<file path="config.mk">
export PLATFORM = sky130hd
export DESIGN_NAME = kerc_back
export DESIGN_NICKNAME = d
export VERILOG_FILES = /design/src/rtl/kerc_pkg.sv /design/src/rtl/kerc_back.sv
export SDC_FILE = /design/constraint.sdc
export NUM_CORES = 1
export LEC_CHECK = 0
export ABC_CLOCK_PERIOD_IN_PS = 2700
export BUFFER_PORTS_ARGS = -buffer_cell sky130_fd_sc_hd__buf_2
export CAP_MARGIN = 20
export CELL_PAD_IN_SITES_DETAIL_PLACEMENT = 1
export CELL_PAD_IN_SITES_GLOBAL_PLACEMENT = 1
export CORE_ASPECT_RATIO = 1.1
export CORE_MARGIN = 10
export CORE_UTILIZATION = 47
export CTS_BUF_LIST = sky130_fd_sc_hd__clkbuf_16
export DETAILED_ROUTE_END_ITERATION = 7
export PLACE_DENSITY_LB_ADDON = 0.1
export RECOVER_POWER = 25
export SETUP_SLACK_MARGIN = 0.4
export SYNTH_ARGS = -nofsm -noshare
export SYNTH_HDL_FRONTEND = slang
export SYNTH_SLANG_ARGS = --single-unit
</file>
<file path="constraint.sdc">
create_clock -name clk_i -period 2.7 [get_ports clk_i]
set_clock_uncertainty 0.2 [all_clocks]
set_input_delay 0.27 -clock clk_i [delete_from_list [all_inputs] [get_ports clk_i]]
set_output_delay 0.27 -clock clk_i [all_outputs]
set_load 0.1 [all_outputs]
</file>
<file path="src/rtl/kerc_pkg.sv">
// ----------------------------------------------------------------------------
// kerc_pkg: shared types and constants of the key exchange request checker
// Holds the record type codes, error codes, parser phases, the queue entry
// type that links the front and back parts, and default parameter values.
// ----------------------------------------------------------------------------
`default_nettype none

package kerc_pkg;

  // Default limits, handed to the top level parameters.
  localparam int unsigned MaxMessageBytes = 16384;
  localparam int unsigned BodyScanBytes   = 256;

  // Depth of the queue between the front and the back part (power of two).
  localparam int unsigned QueueDepth = 4;

  // Reset values of the configuration registers.
  localparam logic [15:0] WantedProtocolReset = 16'd0;
  localparam logic [15:0] WantedAeadReset     = 16'd15;

  // Configuration register indexes.
  localparam logic CfgIdxProtocol = 1'b0;
  localparam logic CfgIdxAead     = 1'b1;

  // Record types.
  localparam logic [14:0] RecEom       = 15'd0;
  localparam logic [14:0] RecNextProto = 15'd1;
  localparam logic [14:0] RecError     = 15'd2;
  localparam logic [14:0] RecWarning   = 15'd3;
  localparam logic [14:0] RecAead      = 15'd4;
  localparam logic [14:0] RecCookie    = 15'd5;

  typedef enum logic [1:0] {
    ErrNone     = 2'd0,
    ErrCritical = 2'd1,
    ErrBad      = 2'd2
  } err_e;

  // Parser position: four header bytes, then the body.
  typedef enum logic [2:0] {
    PhHdr0 = 3'd0,
    PhHdr1 = 3'd1,
    PhHdr2 = 3'd2,
    PhHdr3 = 3'd3,
    PhBody = 3'd4
  } phase_e;

  // One classified item on its way from the front to the back part.
  typedef struct packed {
    logic [7:0] msg_byte;
    logic       last_byte;
    logic       over_limit;  // byte lies beyond the message size limit
  } q_entry_t;

endpackage

`default_nettype wire

</file>
<file path="src/rtl/kerc_back.sv">
// ----------------------------------------------------------------------------
// kerc_back: record parser and result register
// Takes one queued byte per cycle (a final byte waits for a free result
// register), walks the record framing, applies the request rules, searches
// bodies for wanted ids and registers one result at each message's final byte.
// ----------------------------------------------------------------------------
`default_nettype none

module kerc_back #(
  parameter int unsigned BODY_SCAN_BYTES = kerc_pkg::BodyScanBytes
) (
  input  wire logic               clk_i,
  input  wire logic               rst_ni,
  input  wire logic               cfg_we_i,
  input  wire logic               cfg_idx_i,
  input  wire logic [15:0]        cfg_data_i,
  input  wire logic               q_empty_i,
  input  wire kerc_pkg::q_entry_t q_head_i,
  output logic                    q_pop_o,
  output logic                    out_valid_o,
  input  wire logic               out_ready_i,
  output logic [7:0]              out_data_o
);

  localparam int unsigned OffW = $clog2(BODY_SCAN_BYTES + 1);
  localparam logic [OffW-1:0] ScanLimit = OffW'(BODY_SCAN_BYTES);

  logic [15:0] wanted_proto_q, wanted_aead_q;

  kerc_pkg::phase_e phase_q, phase_d;
  logic [14:0]      rec_type_q, rec_type_d;
  logic             rec_crit_q, rec_crit_d;
  logic [15:0]      body_left_q, body_left_d;
  logic [OffW-1:0]  body_off_q, body_off_d;
  logic [7:0]       word_high_q, word_high_d;
  kerc_pkg::err_e   err_q, err_d;
  logic             saw_proto_q, saw_proto_d;
  logic             proto_found_q, proto_found_d;
  logic             aead_found_q, aead_found_d;
  logic             last_eom_q, last_eom_d;
  logic             len_over_q, len_over_d;

  logic             out_valid_q, out_valid_d;
  logic [4:0]       out_bits_q, out_bits_d;

  logic             can_finish;
  logic [7:0]       b;
  logic [15:0]      hdr_len;
  logic             bad_len;
  logic [15:0]      word;
  logic             msg_ok;
  kerc_pkg::err_e   final_err;

  assign b          = q_head_i.msg_byte;
  assign can_finish = !out_valid_q || out_ready_i;
  // A final byte waits until the result register is free.
  assign q_pop_o    = !q_empty_i && (!q_head_i.last_byte || can_finish);

  assign hdr_len = {word_high_q, b};
  assign bad_len = (hdr_len < 16'd2) || hdr_len[0];
  assign word    = {word_high_q, b};

  always_comb begin
    phase_d       = phase_q;
    rec_type_d    = rec_type_q;
    rec_crit_d    = rec_crit_q;
    body_left_d   = body_left_q;
    body_off_d    = body_off_q;
    word_high_d   = word_high_q;
    err_d         = err_q;
    saw_proto_d   = saw_proto_q;
    proto_found_d = proto_found_q;
    aead_found_d  = aead_found_q;
    last_eom_d    = last_eom_q;
    len_over_d    = len_over_q;
    out_valid_d   = out_valid_q && !out_ready_i;
    out_bits_d    = out_bits_q;
    msg_ok        = 1'b0;
    final_err     = kerc_pkg::ErrNone;

    if (q_pop_o) begin
      if (q_head_i.over_limit) begin
        len_over_d = 1'b1;
      end else begin
        case (phase_q)
          kerc_pkg::PhHdr0: begin
            rec_crit_d = b[7];
            rec_type_d = {b[6:0], 8'h00};
            phase_d    = kerc_pkg::PhHdr1;
          end
          kerc_pkg::PhHdr1: begin
            rec_type_d = {rec_type_q[14:8], b};
            phase_d    = kerc_pkg::PhHdr2;
          end
          kerc_pkg::PhHdr2: begin
            word_high_d = b;
            phase_d     = kerc_pkg::PhHdr3;
          end
          kerc_pkg::PhHdr3: begin
            // Header complete: apply the request rules for this record.
            body_left_d = hdr_len;
            last_eom_d  = rec_crit_q && (rec_type_q == kerc_pkg::RecEom) &&
                          (hdr_len == 16'd0);
            if (err_q == kerc_pkg::ErrNone) begin
              case (rec_type_q)
                kerc_pkg::RecNextProto: begin
                  if (!rec_crit_q || bad_len) begin
                    err_d = kerc_pkg::ErrBad;
                  end else begin
                    saw_proto_d = 1'b1;
                  end
                end
                kerc_pkg::RecAead: begin
                  if (bad_len) begin
                    err_d = kerc_pkg::ErrBad;
                  end
                end
                kerc_pkg::RecError, kerc_pkg::RecWarning, kerc_pkg::RecCookie: begin
                  err_d = kerc_pkg::ErrBad;
                end
                kerc_pkg::RecEom: begin
                  err_d = err_q;
                end
                default: begin
                  if (rec_crit_q) begin
                    err_d = kerc_pkg::ErrCritical;
                  end
                end
              endcase
            end
            body_off_d = '0;
            phase_d    = (hdr_len == 16'd0) ? kerc_pkg::PhHdr0 : kerc_pkg::PhBody;
          end
          kerc_pkg::PhBody: begin
            if (body_off_q < ScanLimit) begin
              if (!body_off_q[0]) begin
                word_high_d = b;
              end else if (err_q == kerc_pkg::ErrNone) begin
                if ((rec_type_q == kerc_pkg::RecNextProto) && (word == wanted_proto_q)) begin
                  proto_found_d = 1'b1;
                end
                if ((rec_type_q == kerc_pkg::RecAead) && (word == wanted_aead_q)) begin
                  aead_found_d = 1'b1;
                end
              end
              body_off_d = body_off_q + OffW'(1);
            end
            body_left_d = body_left_q - 16'd1;
            if (body_left_q == 16'd1) begin
              phase_d = kerc_pkg::PhHdr0;
            end
          end
          default: begin
            phase_d = kerc_pkg::PhHdr0;
          end
        endcase
      end

      if (q_head_i.last_byte) begin
        msg_ok    = !len_over_d && (phase_d == kerc_pkg::PhHdr0) && last_eom_d;
        final_err = saw_proto_d ? err_d : kerc_pkg::ErrBad;
        out_valid_d = 1'b1;
        out_bits_d  = msg_ok ? {aead_found_d, proto_found_d, final_err, 1'b1} : 5'b0;
        // Start the next message from a clean state.
        phase_d       = kerc_pkg::PhHdr0;
        rec_type_d    = '0;
        rec_crit_d    = 1'b0;
        body_left_d   = '0;
        body_off_d    = '0;
        word_high_d   = '0;
        err_d         = kerc_pkg::ErrNone;
        saw_proto_d   = 1'b0;
        proto_found_d = 1'b0;
        aead_found_d  = 1'b0;
        last_eom_d    = 1'b0;
        len_over_d    = 1'b0;
      end
    end
  end

  always_ff @(posedge clk_i or negedge rst_ni) begin
    if (!rst_ni) begin
      wanted_proto_q <= kerc_pkg::WantedProtocolReset;
      wanted_aead_q  <= kerc_pkg::WantedAeadReset;
    end else if (cfg_we_i) begin
      if (cfg_idx_i == kerc_pkg::CfgIdxProtocol) begin
        wanted_proto_q <= cfg_data_i;
      end
      if (cfg_idx_i == kerc_pkg::CfgIdxAead) begin
        wanted_aead_q <= cfg_data_i;
      end
    end
  end

  always_ff @(posedge clk_i or negedge rst_ni) begin
    if (!rst_ni) begin
      phase_q       <= kerc_pkg::PhHdr0;
      rec_type_q    <= '0;
      rec_crit_q    <= 1'b0;
      body_left_q   <= '0;
      body_off_q    <= '0;
      word_high_q   <= '0;
      err_q         <= kerc_pkg::ErrNone;
      saw_proto_q   <= 1'b0;
      proto_found_q <= 1'b0;
      aead_found_q  <= 1'b0;
      last_eom_q    <= 1'b0;
      len_over_q    <= 1'b0;
      out_valid_q   <= 1'b0;
    end else begin
      phase_q       <= phase_d;
      rec_type_q    <= rec_type_d;
      rec_crit_q    <= rec_crit_d;
      body_left_q   <= body_left_d;
      body_off_q    <= body_off_d;
      word_high_q   <= word_high_d;
      err_q         <= err_d;
      saw_proto_q   <= saw_proto_d;
      proto_found_q <= proto_found_d;
      aead_found_q  <= aead_found_d;
      last_eom_q    <= last_eom_d;
      len_over_q    <= len_over_d;
      out_valid_q   <= out_valid_d;
    end
  end

  always_ff @(posedge clk_i) begin
    out_bits_q <= out_bits_d;
  end

  assign out_valid_o = out_valid_q;
  assign out_data_o  = {3'b000, out_bits_q};

endmodule

`default_nettype wire

</file>
==> flow_metrics.py, run 1 <==
metrics = {
    "outcome": {
        "status": "completed",
    },
    "job": {
        "maxCapViolCount": 0,
    },
    "synthesis": {
        "yosysTopAreaCell": "dfrtp_1",
        "synth_cell_types": 60,
        "synthFlopType": "dfrtp_1",
        "syn_area_per_cell_um2": 10.21,
        "synth_area_mm2": 0.005025,
        "synth_edf_count": 5,
        "synth_cells": 492,
        "synth_commonest_cells": "dfrtp_1 (88), nor2_1 (42), mux2_2 (41), o21ai_0 (41), nand2_1 (28)",
        "synth_seq_cells": 97,
        "ys_seq_area_share_pct": 48.90,
        "ys_top_cells_by_area": "dfrtp_1 (44%), mux2_2 (9.2%), xor2_1 (4.4%)",
        "synth_top_area_share_pct": 43.82,
        "async_flop_share_pct": 94.85,
        "ys_warn_count": 0,
        "yosysMostFrequentCell": "dfrtp_1",
    },
    "drt": {
        "routed-wl-met3_um": 545,
        "top_layer_used": "met4",
        "first_iter_violations": 219,
        "firstDrtPassIters": 4,
        "wl_met2_mm": 7.625,
        "routed_via_density": 5.834,
        "wl_mm": 14.74,
        "via_count": 4113,
        "drt-wirelength-per-cell_um": 20.91,
        "drt-met1-wl_mm": 6.321,
        "postRouteAntennaNets": 0,
        "drc": 0,
    },
    "pwr": {
        "p_int_w": 0.002729,
        "power.switching_w": 0.001393,
        "swShare_pct": 33.79,
        "power.density_mw_per_mm2": 674.8,
        "p_clk_share_pct": 29.0,
        "pwr-share-comb_pct": 25.7,
        "pwr-share-seq_pct": 45.3,
        "max-vdd-ir-drop_v": 0.0003839,
        "p_leak_nw": 2.638,
    },
    "timing": {
        "relSlewSlack_pct": 48.42,
        "rsz0062_at_grt": "yes",
        "hold_viol": 0,
        "fin_crit_sh_pct": 84.95,
        "max_clock_freq_mhz": 436.0,
        "finalSetupTns_ns": 0,
        "tightest_slew_ns": 0.7686,
        "hold_ws_ns": 0.02763,
        "setup_viol": 0,
        "finalCriticalPeriod_ns": 2.294,
        "slew_violations": 0,
    },
    "worst_setup_path": {
        "cp-end-kind": "flip-flop",
        "cp_slowest_cell": "or4_4",
        "crit_path_max_fanout": 4,
        "crit_path_start_kind": "flip-flop",
        "critPathMaxStageDelay_ns": 0.60,
        "path_class": "reg -> reg",
        "cp.required_ns": 2.69,
        "arrival_ns": 2.28,
        "path_cells": "nor4b_4, and4b_1, nand3b_1, or4_4, a211oi_2",
    },
    "layout": {
        "areaGrowthSynthToFinish_pct": 21.56,
        "antenna_cells": 0,
        "layout.nets": 592,
        "drive_gt1_share_pct": 29.00,
    },
    "clock_network": {
        "clk_latency_ns": 0.35,
        "cts_tree": "yes",
        "numCtsBuffers": 9,
        "path_clk_slew_ns": 0.07,
        "cts_buffer_depth": 2,
        "cts-htree-levels": 3,
        "root_buffer": "clkbuf_16",
        "cts.sink_count": 97,
    },
    "floorplan": {
        "die-area_mm2": 0.01523,
        "start_util_pct": 48.12,
        "die_w_um": 118.6,
        "die-height_um": 128.4,
        "rows": 39,
        "io_pins": 42,
        "core_mm2": 0.01044,
    },
    "hold_path": {
        "hold_path_class": "in -> reg",
    },
    "global_route": {
        "grt_start_max_net_pins": 49,
        "grt_pass1_wl_mm": 23.58,
        "grt_usage_pct": 19.04,
        "antenna_found_initial": 0,
        "grt_remaining_overflow": 0,
        "grt_pass1_vias": 4382,
    },
    "placement": {
        "globalplace.congestion": 0.8322,
        "io_buffers": 38,
        "dp_hpwl_mm": 10.23,
    },
}
==> through the flow <==
stage / power (W) / utilization [%] / cell area, um^2 / instances / setup WS (ns)
finish: 0.004122 / 58.50 / 6108 / 705 / 0.4065
global route: 0.004324 / 58.50 / 6108 / 705 / 0.3605
CTS: 0.004053 / 56.55 / 5906 / 698 / 0.3325
detailed placement: 0.002791 / 51.80 / 5409 / 664 / 0.1153
global placement: 0.002758 / 51.80 / 5409 / 664 / 0.2327
floorplan: 0.002485 / - / 5042 / 494 / 0.4194
==> final cells by class <==
cell class              instances  area (um^2)
repair buffers                 77        549.3
fillers                      1171         4334
well taps                     143        178.9
inverters                      20        78.83
flip-flops and latches         97         2470
clock buffers                   9        225.2
multi-input cells             352         2565
clock inverters                 7        41.29
==> registers in the layout, summed over array words and instances (netlist names) <==
register,count
saw_proto_q,1
proto_found_q,1
out_bits_q,5
err_q,2
aead_found_q,1
phase_q,3
out_valid_o,1
wanted_proto_q,16
body_off_q,9
rec_type_q,15
len_over_q,1
word_high_q,8
wanted_aead_q,16
rec_crit_q,1
last_eom_q,1
body_left_q,16
==> timing repair <==
item / 4_1_cts / 5_1_grt
gates resized for setup: 13 / 30
buffers inserted: 2 / 6
endpoints found under the setup margin: 25 / 27
hold endpoints to repair: 116 / 0
pin swaps: 1 / 17
hold buffers: 16 / 0
cloned: 0 / 0
==> worst max-delay path, delay by kind of cell, from the launching register on <==
family           cells  cell delay [ns]
AO/OA/AOI/OAI        1             0.19
flip-flops           1             0.44
AND/OR/NAND/NOR      4             1.32
==> placed cells by master, fill, tap and decap left out, types with 3 or more instances in the layout <==
cell / n
inv_1: 20
clkbuf_16: 9
xnor2_1: 9
buf_4: 22
dfrtp_2: 7
mux2_2: 41
o22ai_1: 3
or2_2: 3
dfrtp_1: 80
nand4_1: 7
nand2b_1: 5
dlygate4sd3_1: 16
nor3_2: 3
a22o_1: 9
edfxtp_1: 5
nor3_1: 11
nor2_1: 41
nor2b_1: 3
and2_1: 5
o2bb2ai_1: 3
dfstp_2: 4
buf_2: 36
nand2_1: 27
xor2_1: 25
nor4_1: 6
o41ai_1: 7
o21ai_0: 39
conb_1: 3
clkinvlp_4: 3
nor4_2: 8
nand3_1: 7
and3_1: 8
o21ai_1: 4
a21oi_1: 20
ha_1: 3
==> routing by layer <==
metal	up-vias	track usage, %
met5	-	0
met4	0	6.758
met3	17	3.587
met2	79	33.04
met1	2111	23.25
li1	1906	-
==> cells by family after synthesis <==
group                      synth area share [%]
and+or+nand+nor                           16.26
AOI/OAI and AO/OA                         14.57
DFF                                       48.90
buffers and inverters                     3.934
muxes                                     9.587
xor gates and xnor gates                  5.926
adders and majority gates                0.7471
other                                   0.07463
==> path summary, 6_finish.rpt <==
path	cells after the start	endpoint	slack [ns]	from
worst max-delay path	5	out_bits_q[4]	0.41	phase_q[0]
worst min-delay path	2	wanted_aead_q[12]	0.03	cfg_data_i[12]
worst max register to register	5	out_bits_q[4]	0.41	phase_q[0]
worst min register to register	1	body_left_q[15]	0.30	body_left_q[15]
max in group asynchronous	3	wanted_aead_q[1]	1.12	rst_ni
min in group asynchronous	2	err_q[1]	0.22	rst_ni
==> power groups by stage <==
| stage | combinational (W) | sequential, W | clock (W) |
|---|---|---|---|
| CTS | 0.000994 | 0.00185 | 0.00120 |
| finish | 0.00106 | 0.00187 | 0.00119 |
| global placement | 0.000889 | 0.00187 | 0 |
| detailed placement | 0.000911 | 0.00188 | 0 |
| floorplan | 0.000654 | 0.00183 | 0 |
| global route | 0.00116 | 0.00189 | 0.00127 |
(Power assumes the default switching activity.)
==> run 2: changes to the inputs <==
--- a/config.mk
+++ b/config.mk
@@ -5,7 +5,7 @@
 export SDC_FILE = /design/constraint.sdc
 export NUM_CORES = 1
 export LEC_CHECK = 0
-export ABC_CLOCK_PERIOD_IN_PS = 2700
+export ABC_CLOCK_PERIOD_IN_PS = 2250
 export BUFFER_PORTS_ARGS = -buffer_cell sky130_fd_sc_hd__buf_2
 export CAP_MARGIN = 20
 export CELL_PAD_IN_SITES_DETAIL_PLACEMENT = 1
==> constraint.sdc (replaced) <==
create_clock -name clk_i -period 2.25 [get_ports clk_i]
set_clock_uncertainty 0.2 [all_clocks]
set_input_delay 0.225 -clock clk_i [delete_from_list [all_inputs] [get_ports clk_i]]
set_output_delay 0.225 -clock clk_i [all_outputs]
set_load 0.1 [all_outputs]
==> run 2 against run 1 <==
  * The flow now stops in global routing
  * Area after synthesis unchanged
  * Synthesized cell count stayed put
==> flow_metrics.py, run 2 <==
metrics = {
    "outcome": {
        "status": "aborted with a tool error",
        "haltStage": "global routing",
        "first-error": "[ERROR DPL-0033] detailed placement checks failed during check placement.",
    },
    "synthesis": {
        "ys_seq_area_share_pct": 48.90,
        "synth_cells": 492,
        "synth_area_mm2": 0.005025,
        "yosysTopAreaCell": "dfrtp_1",
        "synth_edf_count": 5,
        "ys_top_cells_by_area": "dfrtp_1 (44%), mux2_2 (9.2%), xor2_1 (4.4%)",
        "synth_seq_cells": 97,
        "yosysMostFrequentCell": "dfrtp_1",
        "ys_warn_count": 0,
        "synth_commonest_cells": "dfrtp_1 (88), nor2_1 (42), mux2_2 (41), o21ai_0 (41), nand2_1 (28)",
        "synthFlopType": "dfrtp_1",
        "synth_top_area_share_pct": 43.82,
        "syn_area_per_cell_um2": 10.21,
        "async_flop_share_pct": 94.85,
        "synth_cell_types": 60,
    },
    "global_route": {
        "grt_start_max_net_pins": 39,
        "antenna_found_initial": 0,
    },
    "placement": {
        "globalplace.congestion": 0.8440,
        "pre_cts_slack_ns": -0.06441,
        "dp_hpwl_mm": 10.88,
        "dpl_cell_area_mm2": 0.005667,
        "io_buffers": 38,
        "place_inst": 687,
    },
    "floorplan": {
        "start_util_pct": 48.12,
        "die_w_um": 118.6,
        "die-height_um": 128.4,
        "rows": 39,
        "io_pins": 42,
    },
    "clock_network": {
        "cts.sink_count": 97,
        "root_buffer": "clkbuf_16",
        "numCtsBuffers": 9,
        "cts-htree-levels": 3,
        "cts_buffer_depth": 2,
    },
    "timing": {
        "grt-worst-endpoint": "out_bits_q[4]$_SDFFCE_PN0P_/D",
        "worstEpCategory": "register input",
    },
}
run 2: cell counts after synthesis:
No cell type changed its count.
run 2: logic make-up after synthesis:
family | Yosys count | share of synthesized area [%]
XOR/XNOR | 34 | 5.926
other | 1 | 0.07463
multiplexers | 43 | 9.587
AO/OA/AOI/OAI | 114 | 14.57
buffers and inverters | 45 | 3.934
adder cells (fa/ha/maj) | 3 | 0.7471
flip-flops | 97 | 48.90
AND/OR/NAND/NOR | 155 | 16.26
run 2: stage by stage:
| step | hold slack (ns) | utilization (%) |
|---|---|---|
| after floorplan | -0.2706 | - |
| after global placement | 0.03819 | 54.27 |
| after detailed placement | 0.03530 | 54.27 |
| after CTS | 0.05223 | 68.70 |
run 2: timing repair:
| item | CTS |
|---|---|
| gates cloned | 3 |
| setup buffers | 39 |
| endpoints found under the hold margin | 70 |
| hold buffers | 19 |
| setup endpoints to repair | 60 |
| pin swaps | 63 |
| gates resized for setup | 174 |
==> run 3: changes to the inputs <==
==> config.mk (replaced) <==
export PLATFORM = sky130hd
export DESIGN_NAME = kerc_back
export DESIGN_NICKNAME = d
export VERILOG_FILES = /design/src/rtl/kerc_pkg.sv /design/src/rtl/kerc_back.sv
export SDC_FILE = /design/constraint.sdc
export NUM_CORES = 1
export LEC_CHECK = 0
export ABC_CLOCK_PERIOD_IN_PS = 2250
export BUFFER_PORTS_ARGS = -buffer_cell sky130_fd_sc_hd__buf_2
export CAP_MARGIN = 20
export CORE_MARGIN = 10
export CORE_UTILIZATION = 40
export DETAILED_ROUTE_END_ITERATION = 7
export PLACE_DENSITY_LB_ADDON = 0.15
export RECOVER_POWER = 25
export SYNTH_ARGS = -nofsm -noshare
export SYNTH_HDL_FRONTEND = slang
export SYNTH_SLANG_ARGS = --single-unit
==> run 3 against run 2 <==
  * The run now ends clean
==> flow_metrics.py, run 3 (synthesis results as in run 1) <==
metrics = {
    "worst_setup_path": {
        "cp.required_ns": 2.24,
        "arrival_ns": 2.23,
        "crit_path_max_fanout": 2,
        "crit_path_start_kind": "flip-flop",
        "cp-end-kind": "flip-flop",
        "path_class": "reg -> reg",
    },
    "floorplan": {
        "rows": 40,
        "io_pins": 42,
        "die-height_um": 132.1,
        "die-area_mm2": 0.01745,
        "core_mm2": 0.01216,
        "die_w_um": 132.1,
        "start_util_pct": 41.32,
    },
    "timing": {
        "slew_violations": 0,
        "rsz0062_at_grt": "yes",
        "fin_crit_sh_pct": 99.36,
        "setup_viol": 0,
        "finalCriticalPeriod_ns": 2.236,
        "relSlewSlack_pct": 43.07,
        "tightest_slew_ns": 0.8540,
        "max_clock_freq_mhz": 447.3,
        "hold_ws_ns": 0.03211,
        "hold_viol": 0,
    },
    "drt": {
        "via_count": 4109,
        "first_iter_violations": 281,
        "wl_mm": 13.34,
        "postRouteAntennaNets": 0,
        "drt-wirelength-per-cell_um": 17.50,
        "firstDrtPassIters": 4,
        "drc": 0,
        "routed_via_density": 5.392,
    },
    "pwr": {
        "power.density_mw_per_mm2": 818.0,
        "total_power_w": 0.005212,
        "p_leak_nw": 2.782,
        "max-vdd-ir-drop_v": 0.0004773,
    },
    "clock_network": {
        "numCtsBuffers": 9,
        "clk_latency_ns": 0.36,
        "cts-htree-levels": 3,
        "cts.sink_count": 97,
        "cts_buffer_depth": 2,
        "path_clk_slew_ns": 0.07,
        "root_buffer": "clkbuf_16",
        "cts_tree": "yes",
    },
    "global_route": {
        "grt_remaining_overflow": 0,
        "grt_pass1_wl_mm": 22.09,
        "antenna_found_initial": 0,
        "grt_start_max_net_pins": 47,
        "grt_pass1_vias": 4197,
        "grt_usage_pct": 15.50,
    },
    "layout": {
        "layout.nets": 624,
        "reg_top3": "body_left_q (16), wanted_aead_q (16), wanted_proto_q (16)",
        "fillCellCount": 1110,
        "final_common_cell": "dfrtp_1",
        "final_cell_mix": "dfrtp_1 (87), buf_4 (50), nor2_1 (41), mux2_2 (41), o21ai_0 (39)",
        "design_area_mm2": 0.006371,
        "drive_gt1_share_pct": 28.45,
        "areaGrowthSynthToFinish_pct": 26.79,
        "antenna_cells": 0,
        "instances_no_fill": 762,
    },
    "placement": {
        "io_buffers": 38,
        "dp_hpwl_mm": 9.985,
        "place_inst": 725,
        "dpl_cell_area_mm2": 0.005743,
        "globalplace.congestion": 0.8870,
    },
    "outcome": {
        "status": "completed",
    },
    "hold_path": {
        "hold_path_class": "in -> reg",
    },
    "job": {
        "maxCapViolCount": 0,
    },
}
run 3: routing by layer:
layer	vias up	share of wire [%]	track usage (%)
li1	1977	-	-
met1	2022	46	19.71
met2	87	46	24.46
met3	23	4.9	4.535
met4	0	2.4	5.439
met5	-	0	0
run 3: critical path, stage by stage, from the launching register on:
cell,delay [ns]
dfrtp_1,0.41
nor4b_4,0.30
and4b_1,0.26
nand3b_1,0.13
or4_4,0.58
a211oi_2,0.20
run 3: through the flow:
| step | setup WS, ns | TNS (ns) | utilization (%) |
|---|---|---|---|
| 6_report | 0.01444 | 0 | 52.39 |
| 5_1_grt | -0.08368 | -0.2701 | 52.39 |
| 4_1_cts | -0.007508 | -0.007508 | 51.90 |
| 3_5_place_dp | -0.1098 | -0.3789 | 47.22 |
| 3_3_place_gp | -0.07595 | -0.1783 | 47.22 |
| 2_1_floorplan | 0.002504 | 0 | - |
run 3: power breakdown:
group | internal (W) | switching, W
registers | 0.00198 | 0.000190
clock network | 0.000978 | 0.000696
logic | 0.000626 | 0.000739
run 3: final timing paths:
kind                                 from          endpoint  slack, ns  depth (start not counted)
setup / recovery            body_off_q[8]     out_bits_q[4]       0.01                          5
hold / removal                q_head_i[3]     rec_type_q[9]       0.03                          3
setup reg to reg            body_off_q[8]     out_bits_q[4]       0.01                          5
hold reg to reg            rec_type_q[10]    rec_type_q[10]       0.28                          2
max in group asynchronous          rst_ni  wanted_aead_q[2]       0.75                          3
min in group asynchronous          rst_ni     rec_type_q[1]       0.32                          2
run 3: area by class of cell:
cell class              count  area [um^2]  area share, %
multi-input cells         352         2496          39.18
flip-flops and latches     97         2461          38.63
repair buffers            109        800.8          12.57
clock buffers              10        229.0          3.594
well taps                 168        210.2          3.299
clock inverters             6        92.59          1.453
inverters                  20        81.33          1.277
run 3: repair_timing:
action | 4_1_cts | 5_1_grt
setup endpoints to repair | 8 | 30
hold buffers | 19 | 0
pin swaps | 4 | 5
cloned | 0 | 0
setup buffers | 1 | 1
gates resized for setup | 10 | 13
endpoints found under the hold margin | 64 | 0
==> run 4: changes to the inputs <==
--- a/config.mk
+++ b/config.mk
@@ -5,13 +5,11 @@
 export SDC_FILE = /design/constraint.sdc
 export NUM_CORES = 1
 export LEC_CHECK = 0
-export ABC_CLOCK_PERIOD_IN_PS = 2250
 export BUFFER_PORTS_ARGS = -buffer_cell sky130_fd_sc_hd__buf_2
 export CAP_MARGIN = 20
 export CORE_MARGIN = 10
 export CORE_UTILIZATION = 40
 export DETAILED_ROUTE_END_ITERATION = 7
-export PLACE_DENSITY_LB_ADDON = 0.15
 export RECOVER_POWER = 25
 export SYNTH_ARGS = -nofsm -noshare
 export SYNTH_HDL_FRONTEND = slang
==> run 4 against run 3 <==
  * The run now ends with setup timing left
  * Largest power group unchanged
  * Highest routed layer unchanged
  * Sequential power hardly changed
  * Non-clock buffer count is 2 higher
  * Wire length shrank 0.64%
  * Utilization is 0.38 points higher
  * Critical path type unchanged
  * Clock-buffer cell count unchanged
==> flow_metrics.py, run 4 (synthesis results as in run 1) <==
metrics = {
    "global_route": {
        "grt_usage_pct": 15.12,
        "grt_start_max_net_pins": 44,
        "antenna_found_initial": 0,
        "grt_pass1_wl_mm": 21.71,
        "grt_pass1_vias": 4087,
        "grt_remaining_overflow": 0,
    },
    "timing": {
        "finalSetupTns_ns": -0.008331,
        "hold_viol": 0,
        "fin_ws_ns": -0.005800,
        "max_clock_freq_mhz": 443.3,
        "fin_crit_sh_pct": 100.3,
        "relSlewSlack_pct": 46.94,
        "rsz0062_at_grt": "yes",
        "setup_viol": 2,
        "tightest_slew_ns": 0.7959,
        "finalCriticalPeriod_ns": 2.256,
        "slew_violations": 0,
    },
    "floorplan": {
        "die-height_um": 132.1,
        "rows": 40,
        "start_util_pct": 41.32,
        "io_pins": 42,
        "core_mm2": 0.01216,
        "die_w_um": 132.1,
        "die-area_mm2": 0.01745,
    },
    "worst_setup_path": {
        "crit_start": "word_high_q[1]",
        "rr_startpoint": "word_high_q[1]",
        "cp.required_ns": 2.24,
        "crit_path_start_kind": "flip-flop",
        "crit_path_max_fanout": 3,
        "path_class": "reg -> reg",
        "arrival_ns": 2.24,
        "cp-end-kind": "flip-flop",
    },
    "placement": {
        "place_inst": 725,
        "dp_hpwl_mm": 9.766,
        "globalplace.congestion": 0.8962,
        "dpl_cell_area_mm2": 0.005731,
        "io_buffers": 38,
    },
    "clock_network": {
        "root_buffer": "clkbuf_16",
        "clk_latency_ns": 0.36,
        "cts-htree-levels": 3,
        "cts_tree": "yes",
        "path_clk_slew_ns": 0.07,
        "cts_buffer_depth": 2,
        "numCtsBuffers": 9,
        "cts.sink_count": 97,
    },
    "pwr": {
        "p_clk_share_pct": 30.3,
        "pwr-share-comb_pct": 26.8,
        "total_power_w": 0.005111,
        "swShare_pct": 31.82,
        "p_int_w": 0.003484,
        "power.density_mw_per_mm2": 796.4,
        "p_leak_nw": 2.804,
        "power.switching_w": 0.001627,
        "pwr-share-seq_pct": 42.8,
        "max-vdd-ir-drop_v": 0.0004575,
    },
    "outcome": {
        "violations": "setup timing",
        "status": "complete, but fails checks",
    },
    "layout": {
        "instances_no_fill": 763,
        "reg_top3": "body_left_q (16), wanted_aead_q (16), wanted_proto_q (16)",
        "antenna_cells": 0,
        "drive_gt1_share_pct": 31.09,
        "design_area_mm2": 0.006417,
        "final_common_cell": "dfrtp_1",
        "areaGrowthSynthToFinish_pct": 27.71,
        "layout.nets": 626,
        "final_cell_mix": "dfrtp_1 (84), buf_4 (51), mux2_2 (41)",
    },
    "drt": {
        "first_iter_violations": 340,
        "routed_via_density": 5.374,
        "via_count": 4100,
        "wl_mm": 13.25,
        "drt-wirelength-per-cell_um": 17.37,
        "firstDrtPassIters": 4,
        "drc": 0,
        "postRouteAntennaNets": 0,
    },
    "hold_path": {
        "hold_path_class": "in -> reg",
        "hold_start": "q_head_i[0]",
    },
    "job": {
        "maxCapViolCount": 0,
    },
}
==> run 4: cell count changes in the layout (fill, tap and decap cells not counted), sizes merged <==
cell / delta
inv: +2
buf: +2
clkinvlp: -2
bufinv: -1
==> run 4: path summary, 6_finish.rpt <==
kind,end,slack [ns],depth (start not counted)
hold / removal,len_over_q,0.05,3
min in group asynchronous,body_off_q[2],0.29,2
setup / recovery,out_bits_q[4],-0.006,5
setup reg to reg,out_bits_q[4],-0.006,5
max in group asynchronous,wanted_aead_q[0],0.70,3
hold reg to reg,rec_type_q[14],0.28,2
==> run 4: final cells by class <==
class	count	area, um^2
Multi-Input combinational cell	352	2556
Timing Repair Buffer	111	810.8
Inverter	20	81.33
Clock buffer	10	229.0
Sequential cell	97	2465
Fill cell	1114	5744
Tap cell	168	210.2
Clock inverter	5	65.06
==> run 4: power groups by stage <==
stage	sequential (W)	combinational (W)	clock, W
2_1_floorplan	0.00220	0.000787	0
3_3_place_gp	0.00220	0.00123	0
3_5_place_dp	0.00221	0.00125	0
4_1_cts	0.00218	0.00131	0.00160
5_1_grt	0.00222	0.00149	0.00167
6_report	0.00219	0.00137	0.00155
==> run 4: what timing repair did <==
item,CTS,global route
setup endpoints to repair,7,46
setup buffers,1,3
hold endpoints to repair,62,0
gates resized for setup,12,32
pin swaps,4,7
hold buffers,19,0
==> run 4: metal layers <==
metal  track usage, %  up-vias  part of all wire (%)  routed length [um]
li1                 -     1978                     -                   -
met2            23.01       78                    46                6129
met3            4.459       10                   4.5                 603
met5                0        -                     0                   0
met1            20.31     2034                    48                6393
met4            4.265        0                  0.95                 126
==> run 4: metrics by stage <==
stage	util, %	setup WS [ns]	hold slack (ns)
3_3_place_gp	47.12	-0.09525	-0.01921
2_1_floorplan	-	0.002504	-0.2706
5_1_grt	52.77	-0.08309	0.05406
4_1_cts	51.63	-0.002111	0.03615
3_5_place_dp	47.12	-0.1700	-0.007453
6_report	52.77	-0.005800	0.05012
==> run 4: critical path, cell delays in order (launching register included) <==
cell and delay [ns]:
dfrtp_1 0.43, xor2_1 0.19, nor4_2 0.32, nand3_1 0.14, or4_4 0.57, a211oi_2 0.24
